### config.mk
export PLATFORM = sky130hd
export DESIGN_NAME = broadcast_ring_buffer
export DESIGN_NICKNAME = d
export VERILOG_FILES = /design/src/hw/rtl/brb_pkg.sv /design/src/hw/rtl/broadcast_ring_buffer.sv /design/src/hw/rtl/brb_ram.sv /design/src/hw/rtl/brb_ctrl.sv /design/src/hw/rtl/brb_dp.sv
export SDC_FILE = /design/constraint.sdc
export NUM_CORES = 1
export LEC_CHECK = 0
export BUFFER_PORTS_ARGS = -buffer_cell sky130_fd_sc_hd__buf_2
export CORE_UTILIZATION = 60
export DETAILED_ROUTE_END_ITERATION = 10
export GPL_ROUTABILITY_DRIVEN = 0
export PLACE_DENSITY = 0.78
export SYNTH_ARGS = -nofsm -noshare
export SYNTH_HDL_FRONTEND = slang
export SYNTH_SLANG_ARGS = --single-unit
### constraint.sdc
create_clock -name clk -period 7.89 [get_ports clk]
set_input_delay 1.1835 -clock clk [delete_from_list [all_inputs] [get_ports clk]]
set_output_delay 1.1835 -clock clk [all_outputs]
set_load 0.01 [all_outputs]
### src/hw/rtl/brb_pkg.sv
// Package: shared constants, codes and controller/datapath interface types.
`timescale 1ns / 1ps
package brb_pkg;
	localparam int unsigned DEPTH_DEF     = 8;
	localparam int unsigned READERS_DEF   = 16;
	localparam int unsigned DATA_BITS_DEF = 32;

	localparam int unsigned COUNT_BITS = 8;
	localparam int unsigned WORD_BITS  = 32;
	localparam int unsigned RDR_BITS   = 4;

	localparam logic [1:0] ST_DONE  = 2'd0;
	localparam logic [1:0] ST_FULL  = 2'd1;
	localparam logic [1:0] ST_EMPTY = 2'd2;

	localparam logic MODE_SEND = 1'b0;
	localparam logic MODE_RECV = 1'b1;

	typedef struct packed {
		logic capture;
		logic exec;
		logic flag;
		logic finish;
	} cmd_t;

	typedef struct packed {
		logic recv_go;
	} stat_t;
endpackage

### src/hw/rtl/broadcast_ring_buffer.sv
// Top level: broadcast ring buffer with one writer and several read cursors.
//
// Usage: a request is taken at a rising edge where start is high and busy is
// low; mode selects send (write data_in to the next slot) or receive (read the
// next unread word for cursor reader). Every request gives exactly one result,
// shown on status, data_out and slot_freed for one cycle while done is high.
// The receiver cannot stall; it must take each result in that cycle.
// Sequence of a request:
//   send, or a receive that finds nothing unread: result in the cycle after
//   the execute cycle, busy only during that execute cycle.
//   receive of a word: busy through execute, reader-count scan and finish;
//   the result follows. The scan of all reader counts against the word just
//   read adds the scan and finish steps. No new request is taken while busy.
// Busy falls while a result is shown, so the next request overlaps it.
// Reset: all slots free, write index, sent count and reader counts zero; no
// result is pending. Slot contents are not cleared.
`timescale 1ns / 1ps
module broadcast_ring_buffer
	import brb_pkg::*;
#(
	parameter int unsigned DEPTH     = DEPTH_DEF,
	parameter int unsigned READERS   = READERS_DEF,
	parameter int unsigned DATA_BITS = DATA_BITS_DEF
) (
	input  logic                  clk,
	input  logic                  arst_n,
	input  logic                  start,
	output logic                  busy,
	input  logic                  mode,
	input  logic [RDR_BITS-1:0]   reader,
	input  logic [WORD_BITS-1:0]  data_in,
	output logic                  done,
	output logic [1:0]            status,
	output logic [WORD_BITS-1:0]  data_out,
	output logic                  slot_freed
);
	cmd_t  cmd;
	stat_t stat;

	brb_ctrl u_ctrl (
		.clk    (clk),
		.arst_n (arst_n),
		.start  (start),
		.stat   (stat),
		.cmd    (cmd),
		.busy   (busy)
	);

	brb_dp #(
		.DEPTH     (DEPTH),
		.READERS   (READERS),
		.DATA_BITS (DATA_BITS)
	) u_dp (
		.clk        (clk),
		.arst_n     (arst_n),
		.cmd        (cmd),
		.stat       (stat),
		.mode       (mode),
		.reader     (reader),
		.data_in    (data_in),
		.done       (done),
		.status     (status),
		.data_out   (data_out),
		.slot_freed (slot_freed)
	);
endmodule

### src/hw/rtl/brb_ram.sv
// Generic single-write, single-read RAM with registered read data.
`timescale 1ns / 1ps
module brb_ram #(
	parameter int unsigned WIDTH = 32,
	parameter int unsigned DEPTH = 8
) (
	input  logic                     clk,
	input  logic                     we,
	input  logic [$clog2(DEPTH)-1:0] waddr,
	input  logic [WIDTH-1:0]         wdata,
	input  logic                     re,
	input  logic [$clog2(DEPTH)-1:0] raddr,
	output logic [WIDTH-1:0]         rdata
);
	logic [WIDTH-1:0] mem_q [DEPTH];

	always_ff @(posedge clk) begin
		if (we) begin
			mem_q[waddr] <= wdata;
		end
		if (re) begin
			rdata <= mem_q[raddr];
		end
	end
endmodule

### src/hw/rtl/brb_ctrl.sv
// Controller: sequences accept, execute, pending check and finish steps.
`timescale 1ns / 1ps
module brb_ctrl
	import brb_pkg::*;
(
	input  logic  clk,
	input  logic  arst_n,
	input  logic  start,
	input  stat_t stat,
	output cmd_t  cmd,
	output logic  busy
);
	localparam logic [1:0] S_IDLE  = 2'd0;
	localparam logic [1:0] S_EXEC  = 2'd1;
	localparam logic [1:0] S_CHECK = 2'd2;
	localparam logic [1:0] S_FIN   = 2'd3;

	logic [1:0] state_q;
	logic [1:0] state_d;

	always_comb begin
		state_d     = state_q;
		cmd         = '0;
		case (state_q)
			S_IDLE: begin
				if (start) begin
					cmd.capture = 1'b1;
					state_d     = S_EXEC;
				end
			end
			S_EXEC: begin
				cmd.exec = 1'b1;
				state_d  = stat.recv_go ? S_CHECK : S_IDLE;
			end
			S_CHECK: begin
				cmd.flag = 1'b1;
				state_d  = S_FIN;
			end
			S_FIN: begin
				cmd.finish = 1'b1;
				state_d    = S_IDLE;
			end
			default: begin
				state_d = S_IDLE;
			end
		endcase
	end

	assign busy = (state_q != S_IDLE);

	always_ff @(posedge clk or negedge arst_n) begin
		if (!arst_n) begin
			state_q <= S_IDLE;
		end else begin
			state_q <= state_d;
		end
	end
endmodule

### src/hw/rtl/brb_dp.sv
// Datapath: slot store, slot flags, pointers, reader counts and result register.
`timescale 1ns / 1ps
module brb_dp
	import brb_pkg::*;
#(
	parameter int unsigned DEPTH     = DEPTH_DEF,
	parameter int unsigned READERS   = READERS_DEF,
	parameter int unsigned DATA_BITS = DATA_BITS_DEF
) (
	input  logic                  clk,
	input  logic                  arst_n,
	input  cmd_t                  cmd,
	output stat_t                 stat,
	input  logic                  mode,
	input  logic [RDR_BITS-1:0]   reader,
	input  logic [WORD_BITS-1:0]  data_in,
	output logic                  done,
	output logic [1:0]            status,
	output logic [WORD_BITS-1:0]  data_out,
	output logic                  slot_freed
);
	localparam int unsigned IW = $clog2(DEPTH);
	localparam int unsigned RI = (READERS > 1) ? $clog2(READERS) : 1;
	localparam int unsigned SW = (DATA_BITS < WORD_BITS) ? DATA_BITS : WORD_BITS;
	localparam int unsigned XW = RDR_BITS + 3;

	logic                   mode_q;
	logic [RDR_BITS-1:0]    reader_q;
	logic [SW-1:0]          din_q;
	logic [DEPTH-1:0]       used_q;
	logic [IW-1:0]          widx_q;
	logic [COUNT_BITS-1:0]  sent_q;
	logic [COUNT_BITS-1:0]  cnt_q [READERS];
	logic [COUNT_BITS-1:0]  lagn_q;
	logic [IW-1:0]          slot_q;
	logic [READERS-1:0]     flags_q;
	logic                   done_q;
	logic [1:0]             status_q;
	logic [WORD_BITS-1:0]   dout_q;
	logic                   freed_q;

	logic [IW-1:0]          mod_tab [2**COUNT_BITS];
	logic [XW-1:0]          rdr_ext;
	logic [RI-1:0]          ridx;
	logic                   reader_ok;
	logic [COUNT_BITS-1:0]  cnt_rd;
	logic [COUNT_BITS-1:0]  lag_w;
	logic [IW-1:0]          lag_mod;
	logic [IW:0]            slot_sum;
	logic [IW-1:0]          slot_w;
	logic                   full_w;
	logic                   is_send;
	logic                   ram_we;
	logic                   ram_re;
	logic [SW-1:0]          ram_rd;
	logic                   pending;

	for (genvar g = 0; g < 2**COUNT_BITS; g++) begin : g_mod
		localparam int unsigned MV = g % DEPTH;
		assign mod_tab[g] = IW'(MV);
	end

	assign rdr_ext   = XW'(reader_q);
	assign ridx      = rdr_ext[RI-1:0];
	assign reader_ok = (32'(reader_q) < 32'(READERS));
	assign cnt_rd    = cnt_q[ridx];
	assign lag_w     = sent_q - cnt_rd;
	assign lag_mod   = mod_tab[lag_w];
	assign slot_sum  = (IW+1)'(widx_q) + (IW+1)'(DEPTH) - (IW+1)'(lag_mod);
	assign slot_w    = (slot_sum >= (IW+1)'(DEPTH)) ?
		IW'(slot_sum - (IW+1)'(DEPTH)) : IW'(slot_sum);
	assign full_w    = used_q[widx_q];
	assign is_send   = (mode_q == MODE_SEND);

	assign stat.recv_go = !is_send && reader_ok && (lag_w != '0);

	assign ram_we  = cmd.exec && is_send && !full_w;
	assign ram_re  = cmd.exec && stat.recv_go;
	assign pending = |flags_q;

	brb_ram #(
		.WIDTH (SW),
		.DEPTH (DEPTH)
	) u_ram (
		.clk   (clk),
		.we    (ram_we),
		.waddr (widx_q),
		.wdata (din_q),
		.re    (ram_re),
		.raddr (slot_w),
		.rdata (ram_rd)
	);

	// request payload, scratch values and result fields
	always_ff @(posedge clk) begin
		if (cmd.capture) begin
			mode_q   <= mode;
			reader_q <= reader;
			din_q    <= data_in[SW-1:0];
		end
		if (ram_re) begin
			lagn_q <= lag_w - COUNT_BITS'(1);
			slot_q <= slot_w;
		end
		if (cmd.flag) begin
			for (int i = 0; i < READERS; i++) begin
				flags_q[i] <= (sent_q - cnt_q[i]) > lagn_q;
			end
		end
		if (cmd.exec && !stat.recv_go) begin
			status_q <= is_send ? (full_w ? ST_FULL : ST_DONE) : ST_EMPTY;
			dout_q   <= '0;
			freed_q  <= 1'b0;
		end else if (cmd.finish) begin
			status_q <= ST_DONE;
			dout_q   <= WORD_BITS'(ram_rd);
			freed_q  <= !pending;
		end
	end

	always_ff @(posedge clk or negedge arst_n) begin
		if (!arst_n) begin
			used_q <= '0;
			widx_q <= '0;
			sent_q <= '0;
			done_q <= 1'b0;
			for (int i = 0; i < READERS; i++) begin
				cnt_q[i] <= '0;
			end
		end else begin
			done_q <= (cmd.exec && !stat.recv_go) || cmd.finish;
			if (ram_we) begin
				used_q[widx_q] <= 1'b1;
				widx_q <= (widx_q == IW'(DEPTH - 1)) ? '0 : widx_q + IW'(1);
				sent_q <= sent_q + COUNT_BITS'(1);
			end
			if (ram_re) begin
				cnt_q[ridx] <= cnt_rd + COUNT_BITS'(1);
			end
			if (cmd.finish && !pending) begin
				used_q[slot_q] <= 1'b0;
			end
		end
	end

	assign done       = done_q;
	assign status     = status_q;
	assign data_out   = dout_q;
	assign slot_freed = freed_q;
endmodule

==> After elaboration in Yosys (flattened, before gate mapping) <==
Memory sizes are Yosys's and may differ from the RTL's. A register that Yosys moved wholly into a read port is not among the register bits.
Index checks and enable logic that the tools add are counted.
W data, S select, Z words.
{ "word_totals": {"ramBits": 256, "rom_bits": 768, "out_inout_bits": 37, "in_bits": 40, "n_memories": 2, "latch_bits": 0, "regBits": 249} }
{ "memory_table": {"columns": ["name", "depth", "width", "read_ports", "rd_clocked_by_memory_dff", "write_ports", "line", "source"], "rows": [
  ["(name not given)", 256, 3, 1, 0, 0, "brb_dp.sv:68", "assign lag_mod = mod_tab[lag_w];"],
  ["u_dp.u_ram.mem_q", 8, 32, 1, 1, 1, "brb_ram.sv:15", "logic [WIDTH-1:0] mem_q [DEPTH];"]
]} }
{ "classes": {"n_reduce_logical": 18, "bitwise_logic": 6, "eq_ne": 5, "order_cmp": 24, "div": 0, "muxes": 32, "add_sub_neg": 24, "multipliers": 0, "shift": 0} }
{ "op_table": {"columns": ["cell", "n"], "rows": [
  ["$sub A8 B8 Y8", 17],
  ["$bwmux W128", 1],
  ["$gt A8 B8 Y1", 16],
  ["$mux W8", 5],
  ["$bmux W8 S4", 1],
  ["$demux W8 S4", 1],
  ["$add A8 B1 Y8 const B", 2],
  ["$reduce_or A16 Y1", 1],
  ["$mux W3", 4],
  ["$mux W1", 11],
  ["$mux W2", 5],
  ["$ge A9 B9 Y1 const B", 1],
  ["$logic_and A1 B1 Y1", 9],
  ["$not A8 Y9", 1],
  ["$and A8 B8 Y8", 1],
  ["$lt A3 B4 Y1 const B", 2],
  ["$not A8 Y8", 1],
  ["$or A8 B8 Y8", 1],
  ["$pmux W2 S4", 1],
  ["$reduce_bool A8 Y1", 1],
  ["$sub A8 B1 Y8 const B", 1],
  ["$demux W1 S3", 2],
  ["$ge A3 B1 Y1 const B", 2],
  ["$ge A5 B5 Y1 const B", 1],
  ["other kinds (17)", 21]
]} }

==> Logic depth before layout (Yosys ltp) <==
Gate-level depths: netlist of the first run.
{ "logic_depth": {"ltp_word": 12, "ltp_mapped": 21, "depth_no_buf": 15} }

==> Cells and area by module <==
A second synthesis of the first run with hierarchy kept.
{ "hier_totals": {"cells_unflattened": 2084, "area_unflattened_um2": 28502.3} }
{ "modules_own_cells": {"columns": ["mod", "cells_each", "seq_area_each_um2", "area_each_um2", "n_inst"], "rows": [
  ["brb_dp", 1658, 6346.1, 17616.9, 1],
  ["brb_ram", 415, 8648.3, 10786.6, 1],
  ["brb_ctrl", 11, 50.0, 98.8, 1]
]} }

==> Worst setup path before layout of the first run <==
Ideal clock, no wire load.
{ "synth_path": {"kind": "register -> register", "from": "register u_dp.reader_q[0]", "to": "register u_dp.lagn_q[0], enable pin", "n_path_buf": 6, "slack_ns": 2.042, "synth_period_minus_slack_ns": 5.848, "stages_incl_launch_ff": 20, "setup_time_ns": 0.445, "t_arrival_ns": 5.403, "cell_sequence": "edfxtp_1 -> buf_4 -> buf_4 -> buf_4 -> mux4_2 -> a22oi_1 -> nand2_1 -> clkbuf_1 -> ha_1 -> inv_1 -> fa_1 -> a211oi_1 -> o21bai_1 -> a21oi_1 -> xor2_1 -> or4b_1 -> clkbuf_2 -> buf_4 -> o21ai_1 -> nor2_1"} }
{ "synth_between": {"elab_chain_cells": 8} }
{ "synth_lines": {"columns": ["element", "line", "source"], "rows": [
  ["from (decl)", "brb_dp.sv:28", "logic [RDR_BITS-1:0] reader_q;"],
  ["from (signal assigned)", "brb_dp.sv:98", "reader_q <= reader;"],
  ["$not A4 Y5 (implied by the code)", "brb_dp.sv:66", "assign cnt_rd = cnt_q[ridx];"],
  ["$bmux W8 S4", "brb_dp.sv:66", null],
  ["$mux W8 (implied by the code) (2 in series)", "brb_dp.sv:66", null],
  ["$sub A8 B8 Y8", "brb_dp.sv:67", "assign lag_w = sent_q - cnt_rd;"],
  ["$reduce_bool A8 Y1", "brb_dp.sv:75", "assign stat.recv_go = !is_send && reader_ok && (lag_w != '0);"],
  ["$logic_and A1 B1 Y1", "brb_dp.sv:75", null],
  ["$logic_and A1 B1 Y1", "brb_dp.sv:78", "assign ram_re = cmd.exec && stat.recv_go;"],
  ["named net u_dp.ram_re", "brb_dp.sv:54", "logic ram_re;"],
  ["to (signal assigned)", "brb_dp.sv:102", "lagn_q <= lag_w - COUNT_BITS'(1);"],
  ["to (decl)", "brb_dp.sv:34", "logic [COUNT_BITS-1:0] lagn_q;"]
]} }
The timed path passes the listed nets, and every way through them passes these cells. The select of a mux whose other input is x is not followed.
A chain may end at the register's enable or synchronous reset.

==> Worst setup path after layout of the first run <==
{ "layout_path": {"from": "register u_dp.reader_q[1]", "to": "register u_dp.dout_q[17] (netlist: u_dp.data_out[17])"} }
{ "layout_between": {"elab_chain_cells": 9} }
{ "layout_lines": {"columns": ["element", "line", "source"], "rows": [
  ["$not A4 Y5 (implied by the code)", "brb_dp.sv:66", null],
  ["$bmux W8 S4", "brb_dp.sv:66", null],
  ["$mux W8 (implied by the code) (2 in series)", "brb_dp.sv:66", null],
  ["$sub A8 B8 Y8", "brb_dp.sv:67", null],
  ["$reduce_bool A8 Y1", "brb_dp.sv:75", null],
  ["$logic_and A1 B1 Y1", "brb_dp.sv:75", null],
  ["$logic_not A1 Y1", "brb_dp.sv:110", "if (cmd.exec && !stat.recv_go) begin"],
  ["$logic_and A1 B1 Y1", "brb_dp.sv:110", null],
  ["to (signal assigned)", "brb_dp.sv:116", "dout_q <= WORD_BITS'(ram_rd);"],
  ["to (decl)", "brb_dp.sv:39", "logic [WORD_BITS-1:0] dout_q;"]
]} }
Every way passes these cells. The select of a mux whose other input is x is not followed.

==> results of run 1 <==
[sequential cells by signal, indices dropped and copies added (netlist names), named ones only]
| register | count |
|---|---|
| u_dp.cnt_q | 128 |
| u_dp.u_ram.mem_q | 256 |
| u_dp.slot_q | 3 |
| u_dp.din_q | 32 |
| u_dp.lagn_q | 8 |
| u_dp.status | 2 |
| u_dp.widx_q | 3 |
| u_dp.reader_q | 4 |
| u_dp.used_q | 8 |
| u_dp.sent_q | 8 |
| u_ctrl.state_q | 1 |
| u_dp.u_ram.rdata | 32 |
| u_dp.data_out | 32 |
| u_dp.mode_q | 1 |
| u_dp.slot_freed | 1 |
| u_dp.flags_q | 16 |
| u_dp.done | 1 |
[worst max path at each step]
stage | end | slack (ps)
after global routing | u_dp.data_out[17]$_SDFFE_PP0N_ | 1070
after global placement | u_dp.data_out[12]$_SDFFE_PP0N_ | 1800
final | u_dp.data_out[17]$_SDFFE_PP0N_ | 1420
after floorplan | u_dp.lagn_q[0]$_DFFE_PP_ | 2040
after detailed placement | u_dp.data_out[20]$_SDFFE_PP0N_ | 1560
after CTS | u_dp.data_out[17]$_SDFFE_PP0N_ | 1510
[power groups by stage]
stage / Sequential (mW) / Combinational, mW / Clock, mW
4_1_cts: 4.18 / 8.25 / 2.70
3_5_place_dp: 4.22 / 8.06 / 0
5_1_grt: 4.23 / 9.09 / 2.81
3_3_place_gp: 4.20 / 7.68 / 0
2_1_floorplan: 4.11 / 6.08 / 0
6_report: 4.19 / 8.21 / 2.68
[layout by cell type, fill, tap and decap left out, types with 12 or more instances in the layout]
master | Yosys | routed
sky130_fd_sc_hd__edfxtp_1 | 354 | 354
sky130_fd_sc_hd__nand2_1 | 307 | 307
sky130_fd_sc_hd__ha_1 | 254 | 253
sky130_fd_sc_hd__inv_1 | 184 | 184
sky130_fd_sc_hd__dfrtp_1 | 150 | 149
sky130_fd_sc_hd__a21oi_1 | 123 | 123
sky130_fd_sc_hd__o21ai_0 | 118 | 118
sky130_fd_sc_hd__mux4_2 | 96 | 96
sky130_fd_sc_hd__xnor2_1 | 82 | 77
sky130_fd_sc_hd__buf_2 | 13 | 75
sky130_fd_sc_hd__nor2_1 | 74 | 70
sky130_fd_sc_hd__clkbuf_16 | 0 | 53
sky130_fd_sc_hd__xor2_1 | 40 | 39
sky130_fd_sc_hd__a21o_1 | 35 | 35
sky130_fd_sc_hd__dfxtp_1 | 33 | 33
sky130_fd_sc_hd__mux2_2 | 32 | 32
sky130_fd_sc_hd__nor2b_1 | 32 | 31
sky130_fd_sc_hd__buf_4 | 12 | 31
sky130_fd_sc_hd__nand2b_1 | 28 | 28
sky130_fd_sc_hd__o21bai_1 | 24 | 24
sky130_fd_sc_hd__nand3_1 | 22 | 22
sky130_fd_sc_hd__mux2i_1 | 21 | 21
sky130_fd_sc_hd__o21a_1 | 19 | 19
sky130_fd_sc_hd__nand4_1 | 18 | 18
sky130_fd_sc_hd__fa_1 | 18 | 18
sky130_fd_sc_hd__a211oi_1 | 14 | 14
sky130_fd_sc_hd__a21boi_0 | 12 | 12
sky130_fd_sc_hd__o21ai_1 | 12 | 12
[metal layers]
layer  up-vias  part of all wire, %  track usage (%)
met5         -                    0                0
met4         0                  4.6            14.70
met2       812                   50            52.03
met3       214                  7.1            5.281
met1      9113                   39            37.18
li1       8346                    -                -
[worst reg2reg max path, stage by stage, from the launching register on]
cell                       delay (ps)
sky130_fd_sc_hd__edfxtp_1         890
sky130_fd_sc_hd__buf_4            370
sky130_fd_sc_hd__mux4_2           340
sky130_fd_sc_hd__a22oi_1          260
sky130_fd_sc_hd__nand2_1          500
sky130_fd_sc_hd__ha_1             400
sky130_fd_sc_hd__inv_1             70
sky130_fd_sc_hd__fa_1             470
sky130_fd_sc_hd__inv_1            110
sky130_fd_sc_hd__ha_1             210
sky130_fd_sc_hd__nand2_1          100
sky130_fd_sc_hd__or4b_1           900
sky130_fd_sc_hd__or2_1            530
sky130_fd_sc_hd__a21oi_4          990
sky130_fd_sc_hd__a21oi_1          170
[cell type report]
cell class | instances | area [um2]
clock buffer | 63 | 1384
clock inverter | 35 | 473.0
fill | 3095 | 15220
inverter | 184 | 690.7
multi-input combinational | 1464 | 12360
sequential | 537 | 15050
tap | 607 | 759.5
timing repair buffer | 107 | 619.3
[metrics by stage]
stage                     instances  setup WS, ps  hold WS (ps)  area, um2  utilization, %
after floorplan                2258          2042         464.3      28360               -
after global placement         2899          1803         441.2      29480           63.31
after detailed placement       2899          1560         448.4      29480           63.31
after CTS                      2997          1506         457.1      31330           67.30
after global routing           2997          1073         477.6      31330           67.30
final                          2997          1417         460.0      31330           67.30
[kinds of logic after synthesis]
logic type | count (synthesis)
compound gates | 399
fa+ha+maj | 272
simple gates | 516
xor+xnor | 124
flops | 537
mux | 153
buf+inv | 257
==> impl_summary.txt, run 1 <==
----------------------------------------------------
[CTS]
  Maximum clock insertion buffer count ... 3
  Resized cells post-CTS ... 0
  Clock tree from TritonCTS ... done
  Insertion delay to the later sink of the worst-skew pair ... 640 ps
  Depth of the CTS H-tree ... 2
  Number of post-CTS setup repair buffers ... 0
  Clock sinks ... 537
  Root Driver ... sky130_fd_sc_hd__clkbuf_16
  TritonCTS buffer count ... 52
  Hold-fix buffers, CTS ... 0
  Clock-pin slew on the worst setup and hold paths ... 70 ps

[Pwr]
  Portion of total power attributed to sequential cells ... 27.8%
  Cell internal pwr ... 8.927 mW
  Switching portion of total power ... about two fifths
  P_leak ... around 13 nW
  Total power divided by cell area ... 481.6 nW/um2
  Clk pwr share ... 17.8%
  Switching Power ... 6.163 mW
  Combinational share of power ... 54.4%
  Maximum ir drop on the vdd rail ... slightly above 0.9 mV
  Sum of internal, switching and leakage power ... 15.09 mW

[Synth]
  Sequential cell area fraction in the yosys report ... between 50% and 60%
  Compound-Gate Fraction of Synth Area ... between 8 and 9%
  Post-synthesis simple-gate area fraction ... under 10%
  Synthesis-stage register bit count ... around 540
  Most area-hungry cell type in the Yosys netlist ... sky130_fd_sc_hd__edfxtp_1
  Synth cell count leaders ... 354 x sky130_fd_sc_hd__edfxtp_1, 307 x sky130_fd_sc_hd__nand2_1, 254 x sky130_fd_sc_hd__ha_1
  Number of synthesized flops with an enable pin ... 354
  Combinational family with the most area after synthesis ... adder cells
  Count of distinct cell types in the synthesized netlist ... 60
  Count of warnings emitted by yosys ... 0
  XOR/XNOR share of the synthesized area ... 3.962%
  Leading cell types by total area after synthesis ... sky130_fd_sc_hd__edfxtp_1 37%, sky130_fd_sc_hd__dfrtp_1 13%, sky130_fd_sc_hd__ha_1 11%
  Top-count cell post-synth ... sky130_fd_sc_hd__edfxtp_1
  Share of synthesized registers carrying an async set or reset ... between 20 and 30%
  Cells after synthesis ... 2258
  Adder and majority gate portion of the synthesized area ... 12.48%
  Mapped Avg Cell Area ... 12.56 um2
  Most used flip-flop cell after synthesis ... sky130_fd_sc_hd__edfxtp_1
  Yosys top cell area share ... 37.49%
  Mapped Area ... 28360 um2
  Total nets after synthesis ... 2570
  Multiplexer share of the synthesized area ... 9.967%

[Floorplan]
  Number of I/O pins ... 77
  FP Rows ... 79
  Initial Utilization ... 60.91%
  Die width ... 219.4 um
  Floorplan core area ... 46560 um2
  Area enclosed by the die boundary ... 48140 um2
  Chip height ... 219.4 um

[Setup path]
  Endpoint required time on the critical path ... 8340 ps
  Arrival time at the worst endpoint ... 6930 ps
  Cell Chain, Critical Path ... buf_4, mux4_2, a22oi_1, nand2_1, ha_1, inv_1, fa_1, inv_1, ha_1, nand2_1, or4b_1, or2_1, a21oi_4, a21oi_1
  Crit Reg-Reg Endpoint ... u_dp.data_out[17]$_SDFFE_PP0N_
  Crit path buffers/inverters ... 3
  Reg-to-reg slack, setup ... 1420 ps
  Total stage count of the critical path ... 14
  Type of the setup path with the least slack ... flip-flop to flip-flop
  Reg-to-reg startpoint ... u_dp.reader_q[1]$_DFFE_PP_
  Capturing element type of the critical path ... flip-flop
  Max incr delay on CP ... 990 ps
  Slowest-stage cell, CP ... sky130_fd_sc_hd__a21oi_4
  CP top delay family ... simple AND/OR/NAND/NOR gates
  Start point of the critical path ... u_dp.reader_q[1]$_DFFE_PP_
  Logic depth of the worst register-to-register path ... 14
  Type of origin of the critical path ... flip-flop
  Maximum fanout count along the critical path ... 32

[Min path]
  Min-Delay Path Class ... flip-flop to flip-flop
  Number of instances on the worst hold path ... 2
  Start point of the worst hold path ... u_dp.data_out[8]$_SDFFE_PP0N_
  Hold-critical path endpoint ... u_dp.data_out[8]$_SDFFE_PP0N_

[Placed design]
  Placed wire-length estimate ... 43930 um
  Count of input and output buffers ... 76

[GRT]
  Number of global-route vias before repair ... 19240
  Pin count of the biggest net entering global routing ... just over 80
  Global router's overall resource usage ... ~30%
  Number of antenna violations at the first check in global routing ... 0
  Overflow left after global routing ... 0
  Wire length of the first global-routing pass ... 108800 um

[Run]
  # Max-Cap Violations ... 0

[Timing]
  Post-route fraction of the period consumed by the critical path ... 82.04%
  RSZ-0062 raised after global routing ... no
  Headroom to the max-slew limit ... 16.49%
  Setup tns final ... 0 ps
  Worst clock skew ... roughly 35 ps
  Post-layout minimum cycle time ... about 6500 ps
  Setup-violating endpoint count in the final report ... 0
  Max Fclk ... 154.5 MHz
  Final slew viol count ... 0
  Final Hold Fails ... 0
  Transition time at the pin with the least slew margin ... 1241 ps

[Detailed routing]
  Number of vias after detailed routing ... between 15000 and 20000
  Starting DRT DRC Count ... 1564
  Routed vias/inst ... 6.168
  WL final ... 70800 um
  Final ANT Viol Nets ... 0
  DR pass1 iterations ... 5
  Post-detailed-route wirelength per cell ... 23.62 um
  Residual DRC ... 0

[Cells and area]
  Layout Area Growth over Synthesis ... 10.49%
  Nets ... 2658
  Proportion of layout cells with a drive suffix above 1 ... 15.06%
  Antenna diode count ... 0

[Outcome]
  Result of the run ... finished, final reports clean

----------------------------------------------------
Power figures use the tool's default switching activity.
==> inputs of run 2 (changes only) <==
Settings changed: CORE_UTILIZATION 60 to 57.
Clock period 7.89 ns to 5.3 ns, I/O delays scaled along.
==> impl_summary.txt, run 2 (synthesized netlist as in run 1, its figures left out) <==
----------------------------------------------------
[Outcome]
  Result of the run ... finished, final reports clean (unchanged)

[CTS]
  Number of post-CTS setup repair buffers ... 0 (unchanged)
  Resized cells post-CTS ... 0 (unchanged)
  Clock-pin slew on the worst setup and hold paths ... 70 ps (about the same)
  Insertion delay to the later sink of the worst-skew pair ... 620 ps (was 640 ps)
  TritonCTS buffer count ... 53 (was 52)
  Clock tree from TritonCTS ... done (unchanged)
  Maximum clock insertion buffer count ... 3 (unchanged)
  Root Driver ... sky130_fd_sc_hd__clkbuf_16 (unchanged)
  Clock sinks ... 537 (unchanged)
  Hold-fix buffers, CTS ... 0 (unchanged)
  Depth of the CTS H-tree ... 2 (unchanged)

[Setup path]
  Slowest-stage cell, CP ... sky130_fd_sc_hd__mux4_2 (was sky130_fd_sc_hd__a21oi_4)
  Endpoint required time on the critical path ... 5780 ps (was 8340 ps)
  Cell Chain, Critical Path ... buf_12, mux4_2, a22oi_1, nand2_1, inv_1, ha_1, a211oi_1, o21bai_1, a21oi_1, xor2_1, or4b_1, buf_4, or2_1, a21oi_4, buf_4, a21oi_1 (was buf_4, mux4_2, a22oi_1, nand2_1, ha_1, inv_1, fa_1, inv_1, ha_1, nand2_1, or4b_1, or2_1, a21oi_4, a21oi_1)
  Maximum fanout count along the critical path ... 32 (unchanged)
  Arrival time at the worst endpoint ... 5560 ps (was 6930 ps)
  Crit path buffers/inverters ... 4 (was 3)
  Capturing element type of the critical path ... flip-flop (unchanged)
  Type of the setup path with the least slack ... flip-flop to flip-flop (unchanged)
  Max incr delay on CP ... 540 ps (was 990 ps)
  Reg-to-reg slack, setup ... 220 ps (was 1420 ps)
  CP top delay family ... compound AO/OA/AOI/OAI gates (was simple AND/OR/NAND/NOR gates)
  Type of origin of the critical path ... flip-flop (unchanged)

[GRT]
  Number of global-route vias before repair ... 19580 (was 19240)
  Overflow left after global routing ... 0 (unchanged)
  Global router's overall resource usage ... 29.70% (was 30.36%)
  Pin count of the biggest net entering global routing ... 73 (was 81)
  Number of antenna violations at the first check in global routing ... 1 (was 0)
  Wire length of the first global-routing pass ... 112000 um (was 108800 um)

[Min path]
  Min-Delay Path Class ... primary input to asynchronous set/reset pin (was flip-flop to flip-flop)

[Timing]
  Worst clock skew ... 21.91 ps (was 35.19 ps)
  Transition time at the pin with the least slew margin ... 1249 ps (was 1241 ps)
  Setup tns final ... 0 ps (unchanged)
  Post-route fraction of the period consumed by the critical path ... 95.88% (was 82.04%)
  Max Fclk ... 196.8 MHz (was 154.5 MHz)
  Final slew viol count ... 0 (unchanged)
  Setup-violating endpoint count in the final report ... 0 (unchanged)
  RSZ-0062 raised after global routing ... no (unchanged)
  Post-layout minimum cycle time ... 5082 ps (was 6473 ps)
  Headroom to the max-slew limit ... 16.31% (was 16.49%)
  Final Hold Fails ... 0 (unchanged)

[Pwr]
  P_leak ... 12.77 nW (was 12.73 nW)
  Maximum ir drop on the vdd rail ... 1.091 mV (was 0.9171 mV)
  Total power divided by cell area ... 714.4 nW/um2 (was 481.6 nW/um2)

[Detailed routing]
  Routed vias/inst ... 6.092 (was 6.168)
  DR pass1 iterations ... 5 (unchanged)
  Starting DRT DRC Count ... 1431 (was 1564)
  Residual DRC ... 0 (unchanged)
  WL final ... 73320 um (was 70800 um)
  Number of vias after detailed routing ... 18760 (was 18490)
  Final ANT Viol Nets ... 0 (unchanged)
  Post-detailed-route wirelength per cell ... 23.80 um (was 23.62 um)

[Floorplan]
  Initial Utilization ... 57.81% (was 60.91%)
  Floorplan core area ... 49050 um2 (was 46560 um2)
  Area enclosed by the die boundary ... 50650 um2 (was 48140 um2)
  Die width ... 225.0 um (was 219.4 um)
  Number of I/O pins ... 77 (unchanged)
  FP Rows ... 81 (was 79)
  Chip height ... 225.0 um (was 219.4 um)

[Cells and area]
  Leading registers by flop count ... u_dp.u_ram.mem_q: 256 flops, u_dp.cnt_q: 128 flops (unchanged)
  Nets ... 2683 (was 2658)
  Most frequent cells in the layout ... 354 x sky130_fd_sc_hd__edfxtp_1, 307 x sky130_fd_sc_hd__nand2_1, 253 x sky130_fd_sc_hd__ha_1 (unchanged)
  Proportion of layout cells with a drive suffix above 1 ... 15.31% (was 15.06%)
  Register ranked first by flip-flop count ... u_dp.u_ram.mem_q (unchanged)
  Antenna diode count ... 0 (unchanged)
  Number of flip-flops under the largest register name ... 256 (unchanged)
  Most common cell after layout, fill and taps aside ... sky130_fd_sc_hd__edfxtp_1 (unchanged)
  Layout Area Growth over Synthesis ... 10.83% (was 10.49%)
  Count of non-filler cells in the finished layout ... 3080 (was 2997)

[Run]
  # Max-Cap Violations ... 0 (unchanged)

[Placed design]
  Placed wire-length estimate ... 46510 um (was 43930 um)
  Count of input and output buffers ... 76 (unchanged)
  Total placed cells including tap cells ... 2980 (was 2899)

----------------------------------------------------
-- run 2: changes by cell type in the layout (fill, tap and decap cells not counted), moves of 2 or more --
cell,before,now
sky130_fd_sc_hd__buf_12,0,3
sky130_fd_sc_hd__buf_4,31,52
sky130_fd_sc_hd__bufinv_16,9,2
sky130_fd_sc_hd__clkbuf_1,8,18
sky130_fd_sc_hd__clkbuf_8,2,4
sky130_fd_sc_hd__clkinv_1,6,9
sky130_fd_sc_hd__clkinvlp_4,6,3
sky130_fd_sc_hd__xnor2_1,77,80
sky130_fd_sc_hd__xnor2_2,5,2
-- run 2: power by group --
group	internal (mW)	switching [mW]	total (mW)
Sequential	5.65	0.512	6.17
Combinational	5.46	7.16	12.6
Clock	2.02	1.65	3.67
-- run 2: area by class of cell --
cell class	instances	area (um2)
clock buffer	75	1449
multi-input combinational	1464	12340
fill	3514	17620
timing repair buffer	131	837.1
sequential	537	15050
clock inverter	25	232.7
inverter	184	690.7
tap	664	830.8
-- run 2: metrics by stage --
step	hold WS (ps)	util [%]	total power [mW]	cell area (um2)	setup WS, ps
6_report	90.84	64.07	22.45	31430	218.4
5_1_grt	107.8	64.07	23.99	31430	32.89
4_1_cts	79.65	64.07	22.51	31430	328.7
3_5_place_dp	445.2	60.64	18.56	29750	363.3
3_3_place_gp	439.7	60.64	17.98	29750	452.9
2_1_floorplan	464.3	-	15.17	28360	164.3
-- run 2: per-layer routing --
layer  up-vias  wire length, um  global-route usage [%]
met5         -               13                       0
met4         2             3723                   15.87
met3       227             5674                   5.463
met2       855            36070                   49.82
met1      9283            27840                   36.62
li1       8396                -                       -
-- run 2: worst paths after layout --
path                                                from                        endpoint  cells past startpoint
hold / removal                                    arst_n      u_dp.cnt_q[59]$_DFFE_PN0P_                      1
max in group asynchronous                         arst_n      u_dp.sent_q[4]$_DFFE_PN0P_                      2
setup / recovery              u_dp.reader_q[0]$_DFFE_PP_  u_dp.data_out[26]$_SDFFE_PP0N_                     16
hold reg to reg            u_dp.data_out[2]$_SDFFE_PP0N_   u_dp.data_out[2]$_SDFFE_PP0N_                      2
setup reg to reg              u_dp.reader_q[0]$_DFFE_PP_  u_dp.data_out[26]$_SDFFE_PP0N_                     16
min in group clk                             data_in[12]        u_dp.din_q[12]$_DFFE_PP_                      1
